`config.mk`:
```
export PLATFORM = sky130hd
export DESIGN_NAME = sorted_multiset_store_flat
export DESIGN_NICKNAME = d
export VERILOG_FILES = /design/src/smss_pkg.sv /design/src/smss_if.sv /design/src/smss_prefix.sv /design/src/smss_cell.sv /design/src/sorted_multiset_store.sv /design/src/flat_wrapper.sv
export SDC_FILE = /design/constraint.sdc
export NUM_CORES = 2
export LEC_CHECK = 0
export BUFFER_PORTS_ARGS = -buffer_cell sky130_fd_sc_hd__buf_2
export CAP_MARGIN = 20
export CORE_UTILIZATION = 30
export DETAILED_ROUTE_END_ITERATION = 6
export GPL_TIMING_DRIVEN = 0
export SLEW_MARGIN = 20
export SYNTH_ARGS = -nofsm -noshare
export SYNTH_HDL_FRONTEND = slang
export SYNTH_SLANG_ARGS = --single-unit
```
`constraint.sdc`:
```
create_clock -name clk -period 24.1 [get_ports clk]
set_clock_uncertainty 0.05 [all_clocks]
set_input_delay 2.41 -clock clk [delete_from_list [all_inputs] [get_ports clk]]
set_output_delay 2.41 -clock clk [all_outputs]
set_load 0.05 [all_outputs]
```
`src/smss_pkg.sv`:
```
`timescale 1ns / 1ps
// ----------------------------------------------------------------------------
// Sorted multiset store package
// Shared types, codes and defaults for the sorted multiset store and its
// cell chain.
// ----------------------------------------------------------------------------
package smss_pkg;

	// Default number of entries held by the store.
	localparam int CAPACITY_DEF = 32;

	// Stored value type.
	typedef logic signed [31:0] value_t;

	// Operation codes carried by an input beat.
	typedef enum logic [1:0] {
		OP_INSERT      = 2'd0,
		OP_REMOVE_ONE  = 2'd1,
		OP_COUNT       = 2'd2,
		OP_REMOVE_UPTO = 2'd3
	} op_t;

	// Status codes carried by a result beat.
	typedef enum logic [1:0] {
		ST_OK        = 2'd0,
		ST_NOT_FOUND = 2'd1,
		ST_FULL      = 2'd2,
		ST_NEG_LIMIT = 2'd3
	} status_t;

	// What every cell of the chain does in the current cycle.
	typedef enum logic [1:0] {
		CM_HOLD,
		CM_INSERT,
		CM_REMOVE
	} cell_mode_t;

	// Control broadcast from the sequencer to all cells.
	typedef struct packed {
		cell_mode_t mode;
		value_t     key;
		logic       desc;
	} cell_ctrl_t;

endpackage

```
`src/smss_if.sv`:
```
`timescale 1ns / 1ps
// ----------------------------------------------------------------------------
// Sorted multiset store channels
// Valid/ready channels for request beats and result beats.
// ----------------------------------------------------------------------------

// Request channel: one operation per beat.
interface smss_req_if;
	logic               valid;
	logic               ready;
	logic        [1:0]  operation;
	logic signed [31:0] value;
	logic signed [15:0] count_limit;

	modport source (output valid, output operation, output value, output count_limit,
		input ready);
	modport sink (input valid, input operation, input value, input count_limit,
		output ready);
endinterface

// Result channel: one result per request.
interface smss_rsp_if;
	logic       valid;
	logic       ready;
	logic [1:0] status;
	logic [5:0] match_count;
	logic [5:0] stored_size;
	logic       is_empty;

	modport source (output valid, output status, output match_count, output stored_size,
		output is_empty, input ready);
	modport sink (input valid, input status, input match_count, input stored_size,
		input is_empty, output ready);
endinterface

```
`src/smss_prefix.sv`:
```
`timescale 1ns / 1ps
// ----------------------------------------------------------------------------
// Sorted multiset store prefix OR
// Log-depth inclusive prefix OR across the cell chain; bit i is set when any
// flag at position i or below is set.
// ----------------------------------------------------------------------------
module smss_prefix #(
	parameter int WIDTH = smss_pkg::CAPACITY_DEF
) (
	input  logic [WIDTH-1:0] flags,
	output logic [WIDTH-1:0] incl
);
	localparam int LVLS = $clog2(WIDTH);

	logic [WIDTH-1:0] lvl [LVLS+1];

	// Each level folds in the result from a doubling distance below.
	always_comb begin
		lvl[0] = flags;
		for (int l = 0; l < LVLS; l++) begin
			lvl[l+1] = lvl[l] | (lvl[l] << (1 << l));
		end
	end

	assign incl = lvl[LVLS];

endmodule

```
`src/smss_cell.sv`:
```
`timescale 1ns / 1ps
// ----------------------------------------------------------------------------
// Sorted multiset store cell
// Holds one entry, compares it with the broadcast key and either keeps it,
// takes the key, or takes a neighbor's entry during a shift.
// ----------------------------------------------------------------------------
module smss_cell (
	input  logic                 clk,
	input  smss_pkg::cell_ctrl_t ctrl,
	input  logic                 occupied,
	input  smss_pkg::value_t     left_entry,
	input  smss_pkg::value_t     right_entry,
	input  logic                 shift_excl,
	input  logic                 shift_incl,
	output smss_pkg::value_t     entry,
	output logic                 stop,
	output logic                 hit
);
	import smss_pkg::*;

	value_t entry_q;
	value_t entry_nxt;
	logic   ahead_or_equal;

	// Compare the held entry with the key in the selected order.
	always_comb begin
		if (ctrl.desc) begin
			ahead_or_equal = (entry_q >= ctrl.key);
		end else begin
			ahead_or_equal = (entry_q <= ctrl.key);
		end
		// An empty cell always marks the insert point.
		stop = !occupied || !ahead_or_equal;
		hit  = occupied && (entry_q == ctrl.key);
	end

	// Select the new content of the cell.
	always_comb begin
		entry_nxt = entry_q;
		case (ctrl.mode)
			CM_INSERT: begin
				if (shift_excl) begin
					entry_nxt = left_entry;
				end else if (stop) begin
					entry_nxt = ctrl.key;
				end
			end
			CM_REMOVE: begin
				if (shift_incl) begin
					entry_nxt = right_entry;
				end
			end
			default: begin
				entry_nxt = entry_q;
			end
		endcase
	end

	// Entry storage; content is meaningful only below the fill count.
	always_ff @(posedge clk) begin
		if (ctrl.mode != CM_HOLD) begin
			entry_q <= entry_nxt;
		end
	end

	assign entry = entry_q;

endmodule

```
`src/sorted_multiset_store.sv`:
```
`timescale 1ns / 1ps
// ----------------------------------------------------------------------------
// Sorted multiset store
// Bounded multiset of signed 32-bit values kept in order in a chain of cells,
// with insert, remove one, count and remove up to a limit.
// ----------------------------------------------------------------------------
//  Port       Dir     Contents
//  req        sink    operation, value, count_limit
//  rsp        source  status, match_count, stored_size, is_empty
//  cfg_we     in      write strobe for descending_order
//  cfg_wdata  in      new descending_order value
//
//  Insert, remove one and a negative-limit remove accept the beat in S_IDLE,
//  then compare in S_EXEC, where all cells shift by one position if needed.
//  Count then moves to S_COUNT, as the match vector is registered before the
//  adder tree. Remove up to a limit stays in S_EXEC while the chain shifts out
//  one occurrence per cycle, until the limit is reached or no match is left.
//  Reset empties the store at once. A stalled result holds the final cycle.
// ----------------------------------------------------------------------------
module sorted_multiset_store #(
	parameter int CAPACITY = smss_pkg::CAPACITY_DEF
) (
	input  logic        clk,
	input  logic        arst_n,
	smss_req_if.sink    req,
	smss_rsp_if.source  rsp,
	input  logic        cfg_we,
	input  logic        cfg_wdata
);
	import smss_pkg::*;

	localparam int CNT_W = $clog2(CAPACITY + 1);
	localparam int LVLS  = $clog2(CAPACITY);
	localparam int NP    = 1 << LVLS;

	typedef enum logic [1:0] {S_IDLE, S_EXEC, S_COUNT} state_t;

	state_t             state_q;
	logic               desc_q;
	logic [CNT_W-1:0]   count_q;
	logic [CNT_W-1:0]   matched_q;
	op_t                op_q;
	value_t             key_q;
	logic [15:0]        limit_q;
	logic [CAPACITY-1:0] hit_s1;

	logic               rsp_valid_q;
	status_t            rsp_status_q;
	logic [5:0]         rsp_match_q;
	logic [5:0]         rsp_size_q;
	logic               rsp_empty_q;

	// Cell chain signals.
	cell_ctrl_t          ctrl;
	value_t              entry [CAPACITY];
	logic [CAPACITY-1:0] stop_v;
	logic [CAPACITY-1:0] hit_v;
	logic [CAPACITY-1:0] occ_v;
	logic [CAPACITY-1:0] flags_v;
	logic [CAPACITY-1:0] incl_v;
	logic [CAPACITY-1:0] excl_v;

	// Sequencer decisions.
	logic               out_free;
	logic               full;
	logic               any_hit;
	logic               more;
	logic               finish;
	logic               do_finish;
	cell_mode_t         mode;
	status_t            res_status;
	logic [CNT_W-1:0]   res_match;
	logic [CNT_W-1:0]   res_count;
	logic [NP-1:0]      hit_pad;
	logic [CNT_W-1:0]   pc [LVLS+1][NP];

	// Row of cells; each sees its neighbors' entries for one-step shifts.
	for (genvar i = 0; i < CAPACITY; i++) begin : g_cell
		value_t left_entry;
		value_t right_entry;

		if (i == 0) begin : g_first
			assign left_entry = key_q;
		end else begin : g_mid_l
			assign left_entry = entry[i-1];
		end
		if (i == CAPACITY - 1) begin : g_last
			assign right_entry = entry[i];
		end else begin : g_mid_r
			assign right_entry = entry[i+1];
		end

		assign occ_v[i] = (CNT_W'(i) < count_q);

		smss_cell u_cell (
			.clk         (clk),
			.ctrl        (ctrl),
			.occupied    (occ_v[i]),
			.left_entry  (left_entry),
			.right_entry (right_entry),
			.shift_excl  (excl_v[i]),
			.shift_incl  (incl_v[i]),
			.entry       (entry[i]),
			.stop        (stop_v[i]),
			.hit         (hit_v[i])
		);
	end

	// Insert looks for the first stop point, removals for the first match.
	assign flags_v = (op_q == OP_INSERT) ? stop_v : hit_v;
	assign excl_v  = {incl_v[CAPACITY-2:0], 1'b0};

	smss_prefix #(
		.WIDTH (CAPACITY)
	) u_prefix (
		.flags (flags_v),
		.incl  (incl_v)
	);

	// Registered match vector summed by a balanced adder tree.
	assign hit_pad = NP'(hit_s1);

	always_comb begin
		for (int l = 0; l <= LVLS; l++) begin
			for (int j = 0; j < NP; j++) begin
				pc[l][j] = '0;
			end
		end
		for (int j = 0; j < NP; j++) begin
			pc[0][j] = CNT_W'(hit_pad[j]);
		end
		for (int l = 1; l <= LVLS; l++) begin
			for (int j = 0; j < NP; j++) begin
				if (j < (NP >> l)) begin
					pc[l][j] = pc[l-1][2*j] + pc[l-1][2*j+1];
				end
			end
		end
	end

	assign out_free = !rsp_valid_q || rsp.ready;
	assign full     = (count_q == CNT_W'(CAPACITY));
	assign any_hit  = |hit_v;
	assign more     = any_hit && (16'(matched_q) < limit_q);

	// Per-cycle operation control.
	always_comb begin
		mode       = CM_HOLD;
		finish     = 1'b0;
		res_status = ST_OK;
		res_match  = '0;
		res_count  = count_q;
		case (state_q)
			S_EXEC: begin
				unique case (op_q)
					OP_INSERT: begin
						finish = 1'b1;
						if (full) begin
							res_status = ST_FULL;
						end else begin
							res_count = CNT_W'(count_q + 1'b1);
							if (out_free) begin
								mode = CM_INSERT;
							end
						end
					end
					OP_REMOVE_ONE: begin
						finish = 1'b1;
						if (!any_hit) begin
							res_status = ST_NOT_FOUND;
						end else begin
							res_count = CNT_W'(count_q - 1'b1);
							res_match = CNT_W'(1);
							if (out_free) begin
								mode = CM_REMOVE;
							end
						end
					end
					OP_COUNT: begin
						finish = 1'b0;
					end
					OP_REMOVE_UPTO: begin
						if (limit_q[15]) begin
							finish     = 1'b1;
							res_status = ST_NEG_LIMIT;
						end else if (more) begin
							// Shift out one occurrence, then look again.
							mode = CM_REMOVE;
						end else begin
							finish    = 1'b1;
							res_match = matched_q;
						end
					end
				endcase
			end
			S_COUNT: begin
				finish     = 1'b1;
				res_match  = pc[LVLS][0];
				res_status = (pc[LVLS][0] != '0) ? ST_OK : ST_NOT_FOUND;
			end
			default: begin
				finish = 1'b0;
			end
		endcase
	end

	assign do_finish = finish && out_free;

	assign ctrl.mode = mode;
	assign ctrl.key  = key_q;
	assign ctrl.desc = desc_q;

	// Sequencer state, fill count, order register and result beat.
	always_ff @(posedge clk or negedge arst_n) begin
		if (!arst_n) begin
			state_q      <= S_IDLE;
			desc_q       <= 1'b0;
			count_q      <= '0;
			matched_q    <= '0;
			rsp_valid_q  <= 1'b0;
			rsp_status_q <= ST_OK;
			rsp_match_q  <= '0;
			rsp_size_q   <= '0;
			rsp_empty_q  <= 1'b1;
		end else begin
			if (cfg_we) begin
				desc_q <= cfg_wdata;
			end

			if (mode == CM_INSERT) begin
				count_q <= CNT_W'(count_q + 1'b1);
			end else if (mode == CM_REMOVE) begin
				count_q <= CNT_W'(count_q - 1'b1);
			end

			unique case (state_q)
				S_IDLE: begin
					if (req.valid) begin
						matched_q <= '0;
						state_q   <= S_EXEC;
					end
				end
				S_EXEC: begin
					if (op_q == OP_COUNT) begin
						state_q <= S_COUNT;
					end else if (do_finish) begin
						state_q <= S_IDLE;
					end else if (mode == CM_REMOVE) begin
						matched_q <= CNT_W'(matched_q + 1'b1);
					end
				end
				S_COUNT: begin
					if (do_finish) begin
						state_q <= S_IDLE;
					end
				end
				default: begin
					state_q <= S_IDLE;
				end
			endcase

			if (do_finish) begin
				rsp_valid_q  <= 1'b1;
				rsp_status_q <= res_status;
				rsp_match_q  <= 6'(res_match);
				rsp_size_q   <= 6'(res_count);
				rsp_empty_q  <= (res_count == '0);
			end else if (rsp.ready) begin
				rsp_valid_q <= 1'b0;
			end
		end
	end

	// Request fields and the count snapshot.
	always_ff @(posedge clk) begin
		if (state_q == S_IDLE && req.valid) begin
			op_q    <= op_t'(req.operation);
			key_q   <= req.value;
			limit_q <= req.count_limit;
		end
		if (state_q == S_EXEC && op_q == OP_COUNT) begin
			hit_s1 <= hit_v;
		end
	end

	assign req.ready       = (state_q == S_IDLE);
	assign rsp.valid       = rsp_valid_q;
	assign rsp.status      = rsp_status_q;
	assign rsp.match_count = rsp_match_q;
	assign rsp.stored_size = rsp_size_q;
	assign rsp.is_empty    = rsp_empty_q;

`ifndef NO_ASSERTIONS
	// The fill count never passes the capacity.
	a_count_bound: assert property (@(posedge clk) disable iff (!arst_n)
		count_q <= CNT_W'(CAPACITY))
		else $error("fill count above capacity");

	// An insert shift never runs on a full store.
	a_insert_room: assert property (@(posedge clk) disable iff (!arst_n)
		(mode == CM_INSERT) |-> !full)
		else $error("insert shift on a full store");

	// A remove shift always has a matching occupied entry.
	a_remove_hit: assert property (@(posedge clk) disable iff (!arst_n)
		(mode == CM_REMOVE) |-> (any_hit && count_q != '0))
		else $error("remove shift without a match");

	// An accepted beat always starts the compare cycle.
	a_accept_exec: assert property (@(posedge clk) disable iff (!arst_n)
		(req.valid && req.ready) |=> (state_q == S_EXEC))
		else $error("accepted beat did not enter execution");

	// A result is loaded only into a free output slot.
	a_result_slot: assert property (@(posedge clk) disable iff (!arst_n)
		do_finish |-> (!rsp_valid_q || rsp.ready))
		else $error("result overwrote a pending beat");
`endif

endmodule

```
`src/flat_wrapper.sv`:
```
// flat-port wrapper written by rule: the top's interface ports become plain ports
module sorted_multiset_store_flat import smss_pkg::*;
#(
	parameter int CAPACITY = smss_pkg::CAPACITY_DEF
)
  (clk, arst_n, cfg_we, cfg_wdata, req_valid, req_operation, req_value, req_count_limit, req_ready, rsp_valid, rsp_status, rsp_match_count, rsp_stored_size, rsp_is_empty, rsp_ready);
  smss_req_if req_i ();
  smss_rsp_if rsp_i ();
  input  logic clk;
  input  logic arst_n;
  input  logic cfg_we;
  input  logic cfg_wdata;
  input wire logic [$bits(req_i.valid)-1:0] req_valid;
  input wire logic [$bits(req_i.operation)-1:0] req_operation;
  input wire logic [$bits(req_i.value)-1:0] req_value;
  input wire logic [$bits(req_i.count_limit)-1:0] req_count_limit;
  output wire logic [$bits(req_i.ready)-1:0] req_ready;
  output wire logic [$bits(rsp_i.valid)-1:0] rsp_valid;
  output wire logic [$bits(rsp_i.status)-1:0] rsp_status;
  output wire logic [$bits(rsp_i.match_count)-1:0] rsp_match_count;
  output wire logic [$bits(rsp_i.stored_size)-1:0] rsp_stored_size;
  output wire logic [$bits(rsp_i.is_empty)-1:0] rsp_is_empty;
  input wire logic [$bits(rsp_i.ready)-1:0] rsp_ready;
  assign req_i.valid = req_valid;
  assign req_i.operation = req_operation;
  assign req_i.value = req_value;
  assign req_i.count_limit = req_count_limit;
  assign req_ready = req_i.ready;
  assign rsp_valid = rsp_i.valid;
  assign rsp_status = rsp_i.status;
  assign rsp_match_count = rsp_i.match_count;
  assign rsp_stored_size = rsp_i.stored_size;
  assign rsp_is_empty = rsp_i.is_empty;
  assign rsp_i.ready = rsp_ready;
  sorted_multiset_store #(.CAPACITY(CAPACITY)) u_core (.clk(clk), .arst_n(arst_n), .req(req_i), .rsp(rsp_i), .cfg_we(cfg_we), .cfg_wdata(cfg_wdata));
endmodule
```
==> metrics.txt <==
status finished with violations; failing checks DRC; Final setup viols 0; antenna violations before repair 67; crit-path cells clkinv_4 > ha_1 > nand4_1 > nor4_1 > nand3_1 > o2111ai_1 > nor4_1 > nand4_1 > clkbuf_1 > nand4_1 > inv_1 > ha_1 > clkbuf_2 > buf_12 > clkbuf_2 > buf_1 > clkbuf_1 > clkbuf_2 > buf_16 > clkbuf_1 > a31oi_4 > buf_16; RSZ-0062 raised after global routing no; Detail Route Antenna Nets 0; non-filler cells, final 12800; die height 534 microns; DRT Pass-1 Iters 7; DIE WIDTH 534 microns; Static Leakage 36.5 nW; Slew Viols, Final 0; first-pass GRT wire length 657000 microns; setup bufs post-CTS 0; CP arrival 12.99 ns; sequential element share of the synthesized area 0.400; Hold Crit Start u_core.rsp.stored_size[4]; Root Buffer clkbuf_16; Async SR Flop Fraction 0.0273; top cell type's share of synthesized area 0.391; Clock Tree Buf Depth 4; num ports 73; CTS Buf Count 151; Starting DRT DRC Count 13900; Sink Count 1137; Synth area leaders edfxtp_1 (39%), ha_1 (16%), o21ai_0 (4.2%); P&R area growth vs syn 15.8%; Inst Count DP 12500; die area 0.286 sq mm; Netlist cell types 97; DRT Wirelength 496000 microns; CTS-repair resized insts 0; setup TNS 0 ns; slowest CP cell o2111ai_1; crit path from u_core.g_cell[0].left_entry[23]; nets 10100; share of cells above drive strength 1 0.0810; critical path required time 24.60 ns; max cap viols 0; CP top delay family buffers and inverters; Post-synth EDFFs 1106; # fillers 28500; Buf/Inv on CP 12; Max Freq 80.0 MHz; final setup slack of the worst path 11.61 ns; Final HPWL DP 383000 microns; Pwr Total 0.0113 W; Tightest Hold Check Type reg -> reg; fin crit period 12.49 ns; syn nets 9734; number of hold buffers added after cts 0; CTS tree built; Worst VDD drop 0.166 mV; DR vias/cell 6.58; most common cell in the netlist edfxtp_1; Ys Warns 0; critical path fanouts, max 40; worst r2r src u_core.g_cell[0].left_entry[23]; WL/cell 38.6 microns; CP peak stage delay 1.09 ns; row cnt 195; synthesized flop and latch total 1137; Pwr per Cell Area 115 mW/mm^2; Congestion Overflow GR 0; Worst-Skew Late Latency 0.89 ns; critical path type reg -> reg; worst relative slew slack 0.0958; routability cong. 1.10; Avg Inst Size Synth 9.90 sq um; CTS clk-pin slew, worst paths 0.06 ns; pre-CTS setup slack 12.50 ns; Initial Util 0.301; Remaining DRCs 12; Syn Std Cell Area 0.0850 sq mm; cell count after synthesis 8588; Synth Flop Type edfxtp_1; vias in the first global route 78300; WHS 0.420 ns; GRT Util Overall 0.334; Slew @ Worst Pin 1.36 ns; largest net degree at the start of global routing 41; H-tree depth 4; IO buf count 72; Core Region 0.282 sq mm; Yosys top cell by area edfxtp_1; crit path launch type flip-flop; Final Hold Vio Count 0; vias after detailed routing 84500; Crit. End Element flip-flop; fin crit share 0.518; synth cell count leaders edfxtp_1 (1106), ha_1 (1064), nand2_1 (848)
## where the power goes
| group | switching (W) | internal, W | leakage [nW] |
|---|---|---|---|
| clock | 0.000989 | 0.00128 | 2.26 |
| combinational | 0.00410 | 0.00176 | 23.8 |
| sequential | 0.000467 | 0.00273 | 10.5 |
| total | 0.00556 | 0.00577 | 36.5 |
## final timing paths
| path | end | slack (ns) | cells after the start |
|---|---|---|---|
| min in group asynchronous | u_core.desc_q | 1.63 | 1 |
| hold / removal | u_core.rsp.stored_size[4] | 0.42 | 2 |
| max in group asynchronous | u_core.count_q[2] | 21.80 | 1 |
| hold reg to reg | u_core.rsp.stored_size[4] | 0.42 | 2 |
| setup reg to reg | u_core.g_cell[25].u_cell.entry[8] | 11.61 | 22 |
| setup / recovery | u_core.g_cell[25].u_cell.entry[8] | 11.61 | 22 |
## worst reg2reg max path: stages (launching register included)
cell and delay (ns):
edfxtp_1 0.92, clkinv_4 0.90, ha_1 0.66, nand4_1 0.15, nor4_1 0.73, nand3_1 0.65, o2111ai_1 1.09, nor4_1 0.10
nand4_1 0.36, clkbuf_1 0.40, nand4_1 0.29, inv_1 0.12, ha_1 0.15, clkbuf_2 0.35, buf_12 0.27, clkbuf_2 0.74
buf_1 0.85, clkbuf_1 0.88, clkbuf_2 0.49, buf_16 0.21, clkbuf_1 0.93, a31oi_4 0.57, buf_16 0.35
## logic make-up (layout without fill, tap and decap cells)
family	Yosys count	after routing	synth area share
mux	370	370	0.0453
other cells	0	49	0
xor+xnor	55	55	0.00567
fa+ha+maj	1090	1090	0.163
buf+inv	902	1366	0.0408
compound gates	2649	2649	0.211
flops	1137	1137	0.400
simple gates	2385	2385	0.135
## cell usage in the layout, fill, tap and decap left out, types with 143 or more instances in the layout
master,Yosys,layout
nand2_1,848,848
clkbuf_1,542,504
mux2i_1,336,336
a221o_1,201,201
nand3_1,248,248
clkbuf_16,0,153
nand4_1,241,241
a21oi_1,527,515
inv_1,243,242
nor2_1,449,410
a21o_1,145,145
o21ai_0,720,717
ha_1,1064,1064
nor4_1,152,143
edfxtp_1,1106,1106
a31oi_1,188,182
## layer usage
metal | share of wire | wire length, microns | track usage
met4 | 0.084 | 41600 | 0.246
met5 | 0.00020 | 100 | 0.00250
met2 | 0.40 | 199000 | 0.470
met3 | 0.13 | 65300 | 0.110
met1 | 0.38 | 190000 | 0.425
## state kept, by name, summed over array words and instances (netlist names), 6 cells and up
name                        flops
u_core.g_cell.left_entry       32
u_core.hit_pad                 32
u_core.rsp.match_count          6
u_core.limit_q                 16
u_core.matched_q                6
u_core.count_q                  6
u_core.rsp.stored_size          6
u_core.g_cell.u_cell.entry   1024
## area by class of cell
type,count,area [sq um],area share
clock inverters,72,676,0.00687
clock buffers,184,3950,0.0401
diodes,49,123,0.00125
well taps,3743,4680,0.0476
flip-flops and latches,1137,34000,0.345
plain buffers,624,2520,0.0256
multi-input cells,6549,48300,0.491
repair buffers,208,2960,0.0301
inverters,278,1200,0.0122
## through the flow
step / utilization / area (sq um)
6_report: 0.349 / 98400
5_1_grt: 0.349 / 98300
4_1_cts: 0.348 / 98300
3_5_place_dp: 0.332 / 93600
3_3_place_gp: 0.319 / 90100
2_1_floorplan: - / 85000
Power figures use the tool's default switching activity.
